--- config.mk ---
export PLATFORM = sky130hd
export DESIGN_NAME = five_button_debounce_autorepeat_core_flat
export DESIGN_NICKNAME = d
export VERILOG_FILES = /design/src/hw/rtl/fbd_pkg.sv /design/src/hw/rtl/fbd_in_if.sv /design/src/hw/rtl/fbd_out_if.sv /design/src/hw/rtl/fbd_lane.sv /design/src/hw/rtl/fbd_merge.sv /design/src/hw/rtl/five_button_debounce_autorepeat_core.sv /design/src/flat_wrapper.sv
export VERILOG_INCLUDE_DIRS = /design/src /design/src/hw/rtl
export SDC_FILE = /design/constraint.sdc
export NUM_CORES = 1
export LEC_CHECK = 0
export BUFFER_PORTS_ARGS = -buffer_cell sky130_fd_sc_hd__buf_4
export CAP_MARGIN = 40
export CORE_ASPECT_RATIO = 1.5
export CORE_MARGIN = 5
export CORE_UTILIZATION = 61
export DETAILED_ROUTE_END_ITERATION = 8
export PLACE_DENSITY = 0.81
export REMOVE_ABC_BUFFERS = 1
export SLEW_MARGIN = 20
export SYNTH_ARGS = -nofsm -noshare
export SYNTH_HDL_FRONTEND = slang
export SYNTH_HIERARCHICAL = 1
export SYNTH_SLANG_ARGS = --single-unit
--- constraint.sdc ---
create_clock -name i_clk -period 11.15 [get_ports i_clk]
set_clock_uncertainty 0.05 [all_clocks]
set_input_delay 1.115 -clock i_clk [delete_from_list [all_inputs] [get_ports i_clk]]
set_output_delay 1.115 -clock i_clk [all_outputs]
set_load 0.1 [all_outputs]
--- src/hw/rtl/assert_macros.svh ---
// Assertion macros shared by the RTL.
// No dependencies; bodies are empty when SYNTHESIS is defined.
`ifndef ASSERT_MACROS_SVH
`define ASSERT_MACROS_SVH
`ifndef SYNTHESIS
`define FBD_ASSERT_IMPL(label, clk, rst_n, ante, cons) \
    label: assert property (@(posedge clk) disable iff (!(rst_n)) (ante) |-> (cons)) \
        else $error("assertion failed");
`define FBD_ASSERT_NEXT(label, clk, rst_n, ante, cons) \
    label: assert property (@(posedge clk) disable iff (!(rst_n)) (ante) |=> (cons)) \
        else $error("assertion failed");
`else
`define FBD_ASSERT_IMPL(label, clk, rst_n, ante, cons)
`define FBD_ASSERT_NEXT(label, clk, rst_n, ante, cons)
`endif
`endif

--- src/hw/rtl/fbd_pkg.sv ---
// Package for the five-button debounce/autorepeat block: widths, defaults,
// register indexes and lane structs. No dependencies.
package fbd_pkg;

    localparam int BTN_W           = 5;
    localparam int CFG_W           = 8;
    localparam int CFG_IDX_W       = 2;
    localparam int NUM_BUTTONS_DEF = 5;
    localparam int TIMER_BITS_DEF  = 8;

    localparam logic [CFG_W-1:0] VALID_TIME_RST    = 8'd3;
    localparam logic [CFG_W-1:0] WAIT_TIME_RST     = 8'd3;
    localparam logic [CFG_W-1:0] REPEAT_PERIOD_RST = 8'd10;

    typedef enum logic [CFG_IDX_W-1:0] {
        CFG_VALID_TIME    = 2'd0,
        CFG_WAIT_TIME     = 2'd1,
        CFG_REPEAT_PERIOD = 2'd2
    } t_cfg_idx;

    // per-lane result of one tick
    typedef struct packed {
        logic changed;
        logic load_rep;
        logic qual;
    } t_lane_ev;

    // per-lane stored levels
    typedef struct packed {
        logic qual;
        logic prev;
    } t_lane_st;

endpackage

--- src/hw/rtl/fbd_in_if.sv ---
// Input channel: valid/ready with the raw button levels.
// Depends on fbd_pkg.
interface fbd_in_if;
    logic                      valid;
    logic                      ready;
    logic [fbd_pkg::BTN_W-1:0] raw_buttons;

    modport source (output valid, output raw_buttons, input ready);
    modport sink   (input valid, input raw_buttons, output ready);
endinterface

--- src/hw/rtl/fbd_out_if.sv ---
// Output channel: valid/ready with qualified levels and change mask.
// Depends on fbd_pkg.
interface fbd_out_if;
    logic                      valid;
    logic                      ready;
    logic [fbd_pkg::BTN_W-1:0] held_buttons;
    logic [fbd_pkg::BTN_W-1:0] changed_buttons;

    modport source (output valid, output held_buttons, output changed_buttons, input ready);
    modport sink   (input valid, input held_buttons, input changed_buttons, output ready);
endinterface

--- src/hw/rtl/fbd_lane.sv ---
// One button lane: release and press countdowns, qualified level, last raw level.
// Depends on fbd_pkg.
module fbd_lane #(
    parameter int TIMER_BITS = fbd_pkg::TIMER_BITS_DEF
) (
    input  logic                  i_clk,
    input  logic                  i_rst_n,
    input  logic                  i_acc,
    input  logic                  i_now,
    input  logic [TIMER_BITS-1:0] i_valid_time,
    input  logic [TIMER_BITS-1:0] i_wait_time,
    output fbd_pkg::t_lane_ev     o_ev,
    output fbd_pkg::t_lane_st     o_st
);

    logic [TIMER_BITS-1:0] r_rel, n_rel;
    logic [TIMER_BITS-1:0] r_prs, n_prs;
    logic                  r_qual, n_qual;
    logic                  r_prev;
    logic                  w_chg, w_ld;

    always_comb begin
        n_rel  = (r_rel != '0) ? r_rel - TIMER_BITS'(1) : r_rel;
        n_prs  = r_prs;
        n_qual = r_qual;
        w_chg  = 1'b0;
        w_ld   = 1'b0;
        if (i_now) begin
            if (!r_prev) begin
                if (n_rel == '0) begin
                    n_prs = i_valid_time;
                end
            end else if (r_prs != '0) begin
                n_prs = r_prs - TIMER_BITS'(1);
                if (n_prs == '0) begin
                    n_qual = 1'b1;
                    w_chg  = 1'b1;
                    w_ld   = 1'b1;
                end
            end
        end else if (r_prev) begin
            if (r_prs == '0) begin
                n_qual = 1'b0;
                w_chg  = 1'b1;
            end
            w_ld  = 1'b1;
            n_rel = i_wait_time;
        end
    end

    always_ff @(posedge i_clk) begin
        if (!i_rst_n) begin
            r_rel  <= '0;
            r_prs  <= '0;
            r_qual <= 1'b0;
            r_prev <= 1'b0;
        end else if (i_acc) begin
            r_rel  <= n_rel;
            r_prs  <= n_prs;
            r_qual <= n_qual;
            r_prev <= i_now;
        end
    end

    assign o_ev.changed  = w_chg;
    assign o_ev.load_rep = w_ld;
    assign o_ev.qual     = n_qual;
    assign o_st.qual     = r_qual;
    assign o_st.prev     = r_prev;

endmodule

--- src/hw/rtl/fbd_merge.sv ---
// Merge stage: combines lane results, runs the shared repeat timer and holds
// the output register. Depends on fbd_pkg.
module fbd_merge #(
    parameter int NUM_BUTTONS = fbd_pkg::NUM_BUTTONS_DEF,
    parameter int TIMER_BITS  = fbd_pkg::TIMER_BITS_DEF
) (
    input  logic                      i_clk,
    input  logic                      i_rst_n,
    input  logic                      i_acc,
    input  fbd_pkg::t_lane_ev         i_ev [NUM_BUTTONS],
    input  logic [TIMER_BITS-1:0]     i_repeat_period,
    input  logic                      i_out_ready,
    output logic                      o_in_ready,
    output logic                      o_out_valid,
    output logic [fbd_pkg::BTN_W-1:0] o_held,
    output logic [fbd_pkg::BTN_W-1:0] o_changed
);

    logic [NUM_BUTTONS-1:0]    w_ld_vec;
    logic [NUM_BUTTONS-1:0]    w_chg_all;
    logic [fbd_pkg::BTN_W-1:0] w_held, w_chg;
    logic [TIMER_BITS-1:0]     r_rep, n_rep, w_rep_mid;
    logic                      w_fire, w_signal;
    logic                      r_out_valid;
    logic [fbd_pkg::BTN_W-1:0] r_held, r_chg;

    for (genvar i = 0; i < NUM_BUTTONS; i++) begin : g_lane
        assign w_ld_vec[i]  = i_ev[i].load_rep;
        assign w_chg_all[i] = i_ev[i].changed;
    end

    for (genvar i = 0; i < fbd_pkg::BTN_W; i++) begin : g_bit
        if (i < NUM_BUTTONS) begin : g_used
            assign w_held[i] = i_ev[i].qual;
            assign w_chg[i]  = i_ev[i].changed;
        end else begin : g_unused
            assign w_held[i] = 1'b0;
            assign w_chg[i]  = 1'b0;
        end
    end

    always_comb begin
        w_rep_mid = (|w_ld_vec) ? i_repeat_period : r_rep;
        n_rep     = w_rep_mid;
        w_fire    = 1'b0;
        if (w_rep_mid != '0) begin
            n_rep = w_rep_mid - TIMER_BITS'(1);
            if (n_rep == '0) begin
                w_fire = 1'b1;
                n_rep  = i_repeat_period;
            end
        end
        w_signal = (|w_chg_all) || w_fire;
    end

    always_ff @(posedge i_clk) begin
        if (!i_rst_n) begin
            r_rep       <= '0;
            r_out_valid <= 1'b0;
        end else begin
            if (i_acc) begin
                r_rep <= n_rep;
            end
            if (i_acc && w_signal) begin
                r_out_valid <= 1'b1;
            end else if (i_out_ready) begin
                r_out_valid <= 1'b0;
            end
        end
    end

    always_ff @(posedge i_clk) begin
        if (i_acc && w_signal) begin
            r_held <= w_held;
            r_chg  <= w_chg;
        end
    end

    assign o_in_ready  = !r_out_valid || i_out_ready;
    assign o_out_valid = r_out_valid;
    assign o_held      = r_held;
    assign o_changed   = r_chg;

endmodule

--- src/hw/rtl/five_button_debounce_autorepeat_core.sv ---
// Five-button debounce with autorepeat: one lane per button plus a merge stage.
// A result beat is registered from its input beat and appears in the cycle after it.
// Throughput: one input beat per clock; ready falls only while a result beat
// waits in the single output register and the sink is not taking it.
// Reset: synchronous, active low; countdowns and levels clear, registers load 3, 3, 10.
// Depends on fbd_pkg, fbd_in_if, fbd_out_if, fbd_lane, fbd_merge, assert_macros.svh.
`include "assert_macros.svh"
module five_button_debounce_autorepeat_core #(
    parameter int NUM_BUTTONS = fbd_pkg::NUM_BUTTONS_DEF,
    parameter int TIMER_BITS  = fbd_pkg::TIMER_BITS_DEF
) (
    input  logic                          i_clk,
    input  logic                          i_rst_n,
    input  logic                          i_cfg_we,
    input  logic [fbd_pkg::CFG_IDX_W-1:0] i_cfg_idx,
    input  logic [fbd_pkg::CFG_W-1:0]     i_cfg_data,
    fbd_in_if.sink                        i_in,
    fbd_out_if.source                     o_out
);

    localparam int EXT_W = TIMER_BITS + fbd_pkg::CFG_W;

    logic [fbd_pkg::CFG_W-1:0] r_valid_time, r_wait_time, r_repeat_period;
    logic [EXT_W-1:0]          w_vt_ext, w_wt_ext, w_rp_ext;
    logic [TIMER_BITS-1:0]     w_vt, w_wt, w_rp;
    logic                      w_in_ready, w_acc;
    fbd_pkg::t_lane_ev         w_ev [NUM_BUTTONS];
    fbd_pkg::t_lane_st         w_st [NUM_BUTTONS];
    logic [NUM_BUTTONS-1:0]    w_qual, w_prev, w_chg;

    always_ff @(posedge i_clk) begin
        if (!i_rst_n) begin
            r_valid_time    <= fbd_pkg::VALID_TIME_RST;
            r_wait_time     <= fbd_pkg::WAIT_TIME_RST;
            r_repeat_period <= fbd_pkg::REPEAT_PERIOD_RST;
        end else if (i_cfg_we) begin
            unique case (fbd_pkg::t_cfg_idx'(i_cfg_idx))
                fbd_pkg::CFG_VALID_TIME:    r_valid_time    <= i_cfg_data;
                fbd_pkg::CFG_WAIT_TIME:     r_wait_time     <= i_cfg_data;
                fbd_pkg::CFG_REPEAT_PERIOD: r_repeat_period <= i_cfg_data;
                default: ;
            endcase
        end
    end

    // zero-extend then cut to the timer width
    assign w_vt_ext = {{TIMER_BITS{1'b0}}, r_valid_time};
    assign w_wt_ext = {{TIMER_BITS{1'b0}}, r_wait_time};
    assign w_rp_ext = {{TIMER_BITS{1'b0}}, r_repeat_period};
    assign w_vt     = w_vt_ext[TIMER_BITS-1:0];
    assign w_wt     = w_wt_ext[TIMER_BITS-1:0];
    assign w_rp     = w_rp_ext[TIMER_BITS-1:0];

    assign w_acc      = i_in.valid && w_in_ready;
    assign i_in.ready = w_in_ready;

    for (genvar i = 0; i < NUM_BUTTONS; i++) begin : g_lane
        logic w_now;
        if (i < fbd_pkg::BTN_W) begin : g_raw
            assign w_now = i_in.raw_buttons[i];
        end else begin : g_none
            assign w_now = 1'b0;
        end

        fbd_lane #(
            .TIMER_BITS (TIMER_BITS)
        ) u_lane (
            .i_clk        (i_clk),
            .i_rst_n      (i_rst_n),
            .i_acc        (w_acc),
            .i_now        (w_now),
            .i_valid_time (w_vt),
            .i_wait_time  (w_wt),
            .o_ev         (w_ev[i]),
            .o_st         (w_st[i])
        );

        assign w_qual[i] = w_st[i].qual;
        assign w_prev[i] = w_st[i].prev;
        assign w_chg[i]  = w_ev[i].changed;
    end

    fbd_merge #(
        .NUM_BUTTONS (NUM_BUTTONS),
        .TIMER_BITS  (TIMER_BITS)
    ) u_merge (
        .i_clk           (i_clk),
        .i_rst_n         (i_rst_n),
        .i_acc           (w_acc),
        .i_ev            (w_ev),
        .i_repeat_period (w_rp),
        .i_out_ready     (o_out.ready),
        .o_in_ready      (w_in_ready),
        .o_out_valid     (o_out.valid),
        .o_held          (o_out.held_buttons),
        .o_changed       (o_out.changed_buttons)
    );

    // input stalls only behind a waiting result beat
    `FBD_ASSERT_IMPL(a_stall_cause, i_clk, i_rst_n, !w_in_ready, o_out.valid && !o_out.ready)
    // an accepted change always yields a result beat
    `FBD_ASSERT_NEXT(a_change_reported, i_clk, i_rst_n, w_acc && (|w_chg), o_out.valid)
    // a qualified button is one still held
    `FBD_ASSERT_IMPL(a_qual_held, i_clk, i_rst_n, 1'b1, (w_qual & ~w_prev) == '0)

endmodule

--- src/flat_wrapper.sv ---
// flat-port wrapper written by rule: the top's interface ports become plain ports
module five_button_debounce_autorepeat_core_flat 
#(
    parameter int NUM_BUTTONS = fbd_pkg::NUM_BUTTONS_DEF,
    parameter int TIMER_BITS  = fbd_pkg::TIMER_BITS_DEF
)
  (i_clk, i_rst_n, i_cfg_we, i_cfg_idx, i_cfg_data, i_in_valid, i_in_raw_buttons, i_in_ready, o_out_valid, o_out_held_buttons, o_out_changed_buttons, o_out_ready);
  fbd_in_if i_in_i ();
  fbd_out_if o_out_i ();
  input  logic i_clk;
  input  logic i_rst_n;
  input  logic i_cfg_we;
  input  logic [fbd_pkg::CFG_IDX_W-1:0] i_cfg_idx;
  input  logic [fbd_pkg::CFG_W-1:0] i_cfg_data;
  input wire logic [$bits(i_in_i.valid)-1:0] i_in_valid;
  input wire logic [$bits(i_in_i.raw_buttons)-1:0] i_in_raw_buttons;
  output wire logic [$bits(i_in_i.ready)-1:0] i_in_ready;
  output wire logic [$bits(o_out_i.valid)-1:0] o_out_valid;
  output wire logic [$bits(o_out_i.held_buttons)-1:0] o_out_held_buttons;
  output wire logic [$bits(o_out_i.changed_buttons)-1:0] o_out_changed_buttons;
  input wire logic [$bits(o_out_i.ready)-1:0] o_out_ready;
  assign i_in_i.valid = i_in_valid;
  assign i_in_i.raw_buttons = i_in_raw_buttons;
  assign i_in_ready = i_in_i.ready;
  assign o_out_valid = o_out_i.valid;
  assign o_out_held_buttons = o_out_i.held_buttons;
  assign o_out_changed_buttons = o_out_i.changed_buttons;
  assign o_out_i.ready = o_out_ready;
  five_button_debounce_autorepeat_core #(.NUM_BUTTONS(NUM_BUTTONS), .TIMER_BITS(TIMER_BITS)) u_core (.i_clk(i_clk), .i_rst_n(i_rst_n), .i_cfg_we(i_cfg_we), .i_cfg_idx(i_cfg_idx), .i_cfg_data(i_cfg_data), .i_in(i_in_i), .o_out(o_out_i));
endmodule
==> results.yml, run 1 <==
route:
  drt-wirelength-per-cell_um: 18.7
  first_pass_iters: 6
  vias: 8849
  drt_iter0_markers: 785
  route.detailed.drc: 0
  postRouteAntennaNets: 0
  finalWirelength_um: 25500
  viasPerCell: 6.47
pwr:
  p_int_uw: 1460
  pwr-share-comb_pct: 49.9
  power.density_nw_per_um2: 258
  ir_worst_vdd_uv: 169
  power.share.clock_pct: 22.3
  p_leak_uw: 0.00385
  power_switching_uw: 1140
  p_seq_share_pct: 27.9
  switching_share_pct: 43.8
timing:
  relSlewSlack_pct: 44.3
  rsz0062_at_grt: "false"
  setup_tns_ps: 0
  setup_viol: 0
  fmax_mhz: 195
  post-route-period-util_pct: 46.0
  hold_viol: 0
  report.final.slew_viol_count: 0
  post-route-min-period_ps: 5120
  tightest_slew_ps: 824
yosys:
  avgSynthCellArea_um2: 7.93
  synthCells: 1182
  synth_area_um2: 9380
  synth_warnings: 6
cts:
  clk_latency_ps: 430
  cts.sinks: 133
  cts-resized-gates: 0
  htree_levels: 4
  cts_tree: "built"
  clockRootBuffer: "clkbuf_16"
  clkTransAtPathRegs_ps: 60
  ctsHoldBuffers: 0
  cts_setup_buffers: 0
  clockBufferDepth: 2
  cts_made_buffers: 17
floorplan:
  core-area_um2: 15100
  fp.dieW_um: 111
  fp.dieH_um: 162
  io_pins: 32
  initial_core_util_pct: 62.2
  core.rowCount: 55
  dieArea_um2: 18000
global_routing:
  antenna_found_initial: 0
  grt_usage_pct: 27.9
  grt_pass1_wl_um: 41400
  grt_max_degree: 55
  grt_overflow: 0
  grt_pass1_vias: 8219
place:
  portBuffers: 31
  dpl.cell_count: 1335
  gp_congestion: 0.949
  place_hpwl_um: 17600
setup_path:
  worstSetupEndpointType: "flip-flop"
  worstPathRequired_ps: 11170
  start_kind: "flip-flop"
  critical_path_class: "reg -> reg"
  cp_max_fo: 11
  cp.arrival_ps: 5140
layout:
  drive_gt1_share_pct: 11.5
  diodes: 0
  fin_cells: 1367
  syn_to_final_growth_pct: 7.06
  nets: 1198
run_status:
  status: "completed"
run:
  maxCapViolCount: 0
hold_path:
  min_path_type: "reg -> reg"
critical path, cell delays in order, from the launching register on:
cell and delay, ps:
dfxtp_1 380, inv_1 100, ha_1 290, nand2_1 100, a2bb2oi_1 260, or3_1 200, nand2_1 80, nor4_1 640
nand2_1 350, mux2_2 370, inv_1 80, ha_1 340, and3b_1 210, a31oi_1 40, o22a_1 270, or4b_4 590
nand2_1 410
routing by layer:
layer	routed length [um]	vias up	track usage, %
met5	0	-	0
met4	1380	0	15.4
met3	1480	83	5.96
met2	12400	325	47.5
met1	10200	4178	32.7
li1	-	4263	-
metrics by stage:
| step | hold WS (ps) | cell area (um^2) | total power [uW] | worst slack (ps) | util, % |
|---|---|---|---|---|---|
| floorplan | 400 | 8920 | 1720 | 5780 | - |
| global placement | 406 | 9420 | 1980 | 6000 | 62.5 |
| detailed placement | 422 | 9420 | 1990 | 5930 | 62.5 |
| CTS | 439 | 10000 | 2580 | 6150 | 66.6 |
| global route | 458 | 10000 | 2770 | 5810 | 66.6 |
| finish | 440 | 10000 | 2590 | 6030 | 66.6 |
cells in the final DEF, fill, tap and decap left out, types with 5 or more instances in the layout:
cell type	n
nor4b_1	14
o21ai_0	87
buf_4	33
o211ai_1	7
and2_1	10
a22oi_1	21
or2_2	18
o31ai_1	23
nor3_1	34
nand3_1	19
a21oi_1	72
a221oi_1	5
or4_1	15
ha_1	23
nand2b_1	15
o22ai_1	5
o31a_1	6
or3b_2	6
dfxtp_1	123
or3_1	23
o22a_1	5
nor4_1	14
a211oi_1	14
nor2_1	117
clkbuf_16	20
a2bb2oi_1	5
clkinv_4	5
nand2_1	139
o2bb2ai_1	8
a32o_1	8
edfxtp_1	10
a31oi_4	5
inv_1	54
xor2_1	10
mux2i_1	55
nor2b_1	17
o21a_1	7
state kept, by name, summed over array words and instances (netlist names):
name,flops
u_core/g_lane.u_lane/r_prs,40
u_core/g_lane.u_lane/r_rel,40
u_core/r_repeat_period,8
u_core/r_valid_time,8
u_core/r_wait_time,8
u_core/u_merge/r_rep,8
u_core/g_lane.u_lane/r_prev,5
u_core/g_lane.u_lane/r_qual,5
u_core/u_merge/o_changed,5
u_core/u_merge/o_held,5
u_core/u_merge/o_out_valid,1
power groups by stage:
stage / logic (uW) / clock network [uW] / registers [uW]
2_1_floorplan: 1010 / 0 / 709
3_3_place_gp: 1250 / 0 / 721
3_5_place_dp: 1270 / 0 / 724
4_1_cts: 1280 / 584 / 714
5_1_grt: 1430 / 605 / 736
6_report: 1290 / 577 / 722
worst paths after layout:
path	start	to	slack (ps)	cells past startpoint
setup reg to reg	u_core/g_lane[4].u_lane/r_prs[0]	u_core/u_merge/o_held[2]	6030	16
hold reg to reg	u_core/g_lane[1].u_lane/r_qual	u_core/g_lane[1].u_lane/r_qual	440	2
setup / recovery	u_core/g_lane[4].u_lane/r_prs[0]	u_core/u_merge/o_held[2]	6030	16
hold / removal	u_core/g_lane[1].u_lane/r_qual	u_core/g_lane[1].u_lane/r_qual	440	2
cell type report:
| class | count | area, um^2 |
|---|---|---|
| clock buffer | 20 | 500 |
| tap | 199 | 249 |
| timing repair buffer | 33 | 248 |
| fill | 1287 | 5030 |
| clock inverter | 12 | 115 |
| multi-input combinational | 912 | 5950 |
| sequential | 133 | 2760 |
| inverter | 58 | 218 |
Power figures use the tool's default switching activity.
==> run 2, diff against run 1 <==
ABC_AREA = 1   (was not set)
CORE_UTILIZATION = 57   (was 61)
PLACE_DENSITY = 0.79   (was 0.81)
clock period = 4.61 ns   (was 11.15 ns; I/O delays follow)
==> run 2 against run 1 <==
Die area increased by 3.1%. Clock power increased by 140%. Global-route usage is 2.5 points lower. Via count down 1.9%. Register-to-register slack worse by 5500 ps. Clock-buffer cell count up 3. Largest cell class unchanged. Maximum frequency grew 26%. Combinational power is 29% higher.
==> results.yml, run 2 <==
cts:
  cts_tree: "built"
  clk_latency_ps: 420
  cts-resized-gates: 0
  cts_setup_buffers: 0
  htree_levels: 4
  clkTransAtPathRegs_ps: 60
  cts.sinks: 133
  clockRootBuffer: "clkbuf_16"
  cts_made_buffers: 17
  ctsHoldBuffers: 0
  clockBufferDepth: 2
floorplan:
  core-area_um2: 15600
  dieArea_um2: 18600
  fp.dieH_um: 164
  initial_core_util_pct: 58.0
  fp.dieW_um: 113
  io_pins: 32
  core.rowCount: 56
layout:
  layout_common_cells: "nand2_1, nor2_1, inv_1, dfxtp_1, nand3_1"
  syn_to_final_growth_pct: 8.25
  drive_gt1_share_pct: 12.2
  nets: 1419
  mostFrequentLayoutCell: "nand2_1"
  num-fill-cells: 1442
  diodes: 0
  top_regs: "u_core/g_lane.u_lane/r_prs (40), u_core/g_lane.u_lane/r_rel (40)"
run:
  maxCapViolCount: 0
place:
  portBuffers: 31
  dp_slack_ps: 637
  gp_congestion: 0.969
  place_hpwl_um: 16800
setup_path:
  slowest_stage: "o22ai_2"
  critical_path_class: "reg -> reg"
  cp.arrival_ps: 4060
  cp_max_fo: 13
  crit_path_max_incr_delay_ps: 540
  critPathBufInv: 3
  critPathTopFamily: "simple AND/OR/NAND/NOR gates"
  worstPathCellList: "inv_1, ha_1, inv_1, nor2_1, nand3_1, xor2_1, nor2_1, nand3b_1, nand2_1, nor2_8, nand3_4, nand2_1, nand2_1, ha_1, inv_1, nor2_4, nand3_1, nand3_1, nor2_4, nand3_4, o22ai_2"
  worstSetupEndpointType: "flip-flop"
  start_kind: "flip-flop"
  worstPathRequired_ps: 4610
route:
  vias: 8681
  first_pass_iters: 6
  viasPerCell: 5.45
  postRouteAntennaNets: 0
  finalWirelength_um: 23300
  route.detailed.drc: 0
  drt_iter0_markers: 557
  drt-wirelength-per-cell_um: 14.6
global_routing:
  grt_pass1_wl_um: 38200
  antenna_found_initial: 0
  grt_pass1_vias: 8075
  grt_max_degree: 70
  grt_usage_pct: 25.4
  grt_overflow: 0
timing:
  post-route-period-util_pct: 88.1
  fin_ws_ps: 549
  relSlewSlack_pct: 51.0
  tightest_slew_ps: 732
  setup_viol: 0
  fmax_mhz: 246
  report.final.slew_viol_count: 0
  hold_viol: 0
  setup_tns_ps: 0
  post-route-min-period_ps: 4060
  rsz0062_at_grt: "false"
pwr:
  p_seq_share_pct: 31.9
  pwr-share-comb_pct: 36.9
  power_switching_uw: 1750
  power.share.clock_pct: 31.2
  ir_worst_vdd_uv: 237
  power.density_nw_per_um2: 462
  p_int_uw: 2790
  p_leak_uw: 0.00474
  switching_share_pct: 38.5
yosys:
  avgSynthCellArea_um2: 6.57
  synthCells: 1378
  synth_area_um2: 9060
  synth_warnings: 6
run_status:
  status: "completed"
hold_path:
  min_path_type: "in -> reg"
run 2: worst min-delay path, stage by stage:
cell    delay (ps)
buf_4          100
nor2_1          40
nor2_1          80
run 2: path summary, 6_finish.rpt:
path	start	to	slack, ps	cells past startpoint
setup reg to reg	u_core/g_lane[1].u_lane/r_prs[0]	u_core/u_merge/o_changed[3]	550	21
hold / removal	i_cfg_data[0]	u_core/r_repeat_period[0]	250	3
setup / recovery	u_core/g_lane[1].u_lane/r_prs[0]	u_core/u_merge/o_changed[3]	550	21
hold reg to reg	u_core/u_merge/r_rep[7]	u_core/u_merge/r_rep[7]	420	2
run 2: per-layer routing:
metal	up-vias	share of wire (%)	global-route usage [%]	wire length [um]
met5	-	0	0	0
met4	0	4.4	13.0	1020
met3	63	5.5	3.96	1280
met2	271	49	44.3	11500
met1	3923	41	30.0	9490
li1	4424	-	-	-
run 2: area by class of cell:
class	count	area (um^2)	share of cell area, %
clock buffer	23	489	4.99
clock inverter	9	121	1.24
inverter	163	612	6.24
multi-input combinational	1026	5300	54.1
sequential	133	2760	28.2
tap	203	254	2.59
timing repair buffer	35	263	2.68
run 2: stage by stage:
step	util, %	hold slack (ps)	std cells	instance area, um^2	power (uW)
2_1_floorplan	-	395	1322	8680	2760
3_3_place_gp	58.8	404	1560	9200	3100
3_5_place_dp	58.8	411	1560	9200	3120
4_1_cts	62.8	240	1592	9810	4540
5_1_grt	62.8	262	1592	9810	4830
6_report	62.8	251	1592	9810	4530
run 2: power by group through the flow:
stage	sequential, uW	clock, uW	combinational, uW
finish	1450	1410	1670
global route	1460	1480	1880
CTS	1450	1430	1670
detailed placement	1470	0	1650
global placement	1470	0	1630
floorplan	1490	0	1270
==> run 3, diff against run 2 <==
CELL_PAD_IN_SITES_DETAIL_PLACEMENT = 1   (was not set)
CELL_PAD_IN_SITES_GLOBAL_PLACEMENT = 2   (was not set)
CORE_UTILIZATION = 32   (was 57)
clock period = 3.6 ns   (was 4.61 ns; I/O delays follow)
==> run 3 against run 2 <==
Critical path depth is 1 higher. Non-clock buffer count grew 46. Total power increased by 37%. Worst hold slack worse by 120 ps. Core utilization shrank 25 points. Register-to-register slack worse by 420 ps. First-iteration DRC count is 26% lower. Maximum frequency up 17%. Die area increased by 72%. Critical path type unchanged. Largest power group unchanged.
==> results.yml, run 3 (synthesis results as in run 2) <==
run_status:
  status: "completed"
layout:
  diodes: 0
  mostFrequentLayoutCell: "nand2_1"
  multi_input_area_um2: 5550
  layout_common_cells: "nand2_1, nor2_1, inv_1, dfxtp_1, nand3_1"
  drive_gt1_share_pct: 19.4
  num-fill-cells: 3568
  nets: 1465
  syn_to_final_growth_pct: 17.9
  regArea_um2: 2780
  top_regs: "u_core/g_lane.u_lane/r_prs (40), u_core/g_lane.u_lane/r_rel (40)"
setup_path:
  start_kind: "flip-flop"
  reg2reg_to: "u_core/u_merge/o_held[3]"
  reg2reg_from: "u_core/g_lane[1].u_lane/r_prs[1]"
  r2r_cells: 22
  cp.arrival_ps: 3580
  crit_path_start: "u_core/g_lane[1].u_lane/r_prs[1]"
  critical_path_class: "reg -> reg"
  cp_max_fo: 6
  worstPathRequired_ps: 3710
  worstSetupEndpointType: "flip-flop"
  r2r_slack_ps: 130
  critPathCapture: "u_core/u_merge/o_held[3]"
global_routing:
  grt_usage_pct: 18.6
  grt_overflow: 0
  grt_pass1_vias: 9175
  grt_max_degree: 54
  antenna_found_initial: 0
  grt_pass1_wl_um: 47600
timing:
  report.final.slew_viol_count: 0
  post-route-period-util_pct: 96.3
  fin_ws_ps: 132
  fmax_mhz: 288
  hold_viol: 0
  post-route-min-period_ps: 3470
  setup_viol: 0
  relSlewSlack_pct: 46.0
  hold_slack_ps: 127
  rsz0062_at_grt: "true"
  tightest_slew_ps: 807
route:
  drt_iter0_markers: 410
  vias: 8935
  finalWirelength_um: 29800
  viasPerCell: 5.02
  drt-wirelength-per-cell_um: 16.8
  postRouteAntennaNets: 0
  route.detailed.drc: 0
  first_pass_iters: 4
run:
  maxCapViolCount: 0
place:
  gp_congestion: 0.843
  place_hpwl_um: 22400
  portBuffers: 31
  dp_slack_ps: -21.5
pwr:
  p_leak_uw: 0.00504
  power.density_nw_per_um2: 582
  ir_worst_vdd_uv: 344
cts:
  ctsHoldBuffers: 0
  cts_tree: "built"
  cts.sinks: 133
  clockBufferDepth: 2
  clkTransAtPathRegs_ps: 60
  clk_latency_ps: 440
  clockRootBuffer: "clkbuf_16"
  htree_levels: 4
  cts_made_buffers: 17
floorplan:
  fp.dieW_um: 147
  initial_core_util_pct: 32.4
  io_pins: 32
  core-area_um2: 28000
  dieArea_um2: 31800
  fp.dieH_um: 216
  core.rowCount: 75
hold_path:
  min_path_type: "in -> reg"
run 3: cell types whose count changed in the layout (fill, tap and decap cells not counted), moves of 8 or more:
| cell | delta |
|---|---|
| inv_1 | -11 |
| buf_4 | +41 |
| inv_2 | +8 |
| dfxtp_1 | -8 |
| nand2_2 | +10 |
| nand2_1 | -14 |
run 3: stage by stage:
step	power [uW]	utilization [%]	std cells	cell area [um^2]	setup TNS, ps
finish	6210	38.2	1781	10700	0
global route	6650	38.2	1781	10700	-687
CTS	6120	36.4	1754	10200	0
detailed placement	4140	33.9	1717	9490	-212
global placement	4100	33.9	1717	9490	0
floorplan	3540	-	1322	8680	0
run 3: routing by layer:
layer	routed length [um]	part of all wire [%]	track usage (%)
met1	12500	42	21.0
met5	0	0	0
met3	513	1.7	2.05
met4	613	2.1	6.28
met2	16200	54	35.9
run 3: cell type report:
type,count,share of cell area (%)
Clock buffer,19,4.25
Inverter,163,5.80
Multi-Input combinational cell,1026,52.0
Tap cell,346,4.05
Sequential cell,133,26.0
Clock inverter,13,1.78
Timing Repair Buffer,81,6.12
run 3: worst max-delay path: stages, from the launching register on:
cell and delay [ps]:
dfxtp_2 330, inv_2 90, ha_4 140, inv_4 40
nor2_4 100, nand3_2 100, xor2_2 190, nor2_1 60
nand3b_1 140, nand2_2 110, nor2_8 190, buf_6 120
nand4_1 190, nand2_2 170, nand2_2 90, nor2_4 150
nand2_1 70, nand2_1 70, nand2_2 90, nor2_4 140
nand3_4 110, o22ai_4 230, clkbuf_16 210
run 3: how the worst min path moves through the flow:
stage	from	to	slack [ps]	cells after the start
finish	i_cfg_data[0]	u_core/r_repeat_period[0]	130	3
CTS	i_cfg_data[0]	u_core/r_repeat_period[0]	110	3
global placement	u_core/u_merge/r_rep[0]	u_core/u_merge/r_rep[0]	410	2
detailed placement	u_core/u_merge/r_rep[0]	u_core/u_merge/r_rep[0]	420	2
floorplan	i_rst_n	u_core/r_valid_time[0]	390	1
global route	i_cfg_data[0]	u_core/r_repeat_period[0]	140	3
run 3: timing repair:
action	in CTS	in global routing
gates resized for setup	3	82
pin swaps	2	42
buffers inserted	5	25
cloned	0	1
endpoints found under the setup margin	11	19
run 3: power by group:
part	switching (uW)	internal [uW]	leakage (uW)
Combinational	1520	884	0.00363
Clock	731	1210	0.000310
Sequential	214	1660	0.00110
Total	2460	3750	0.00504
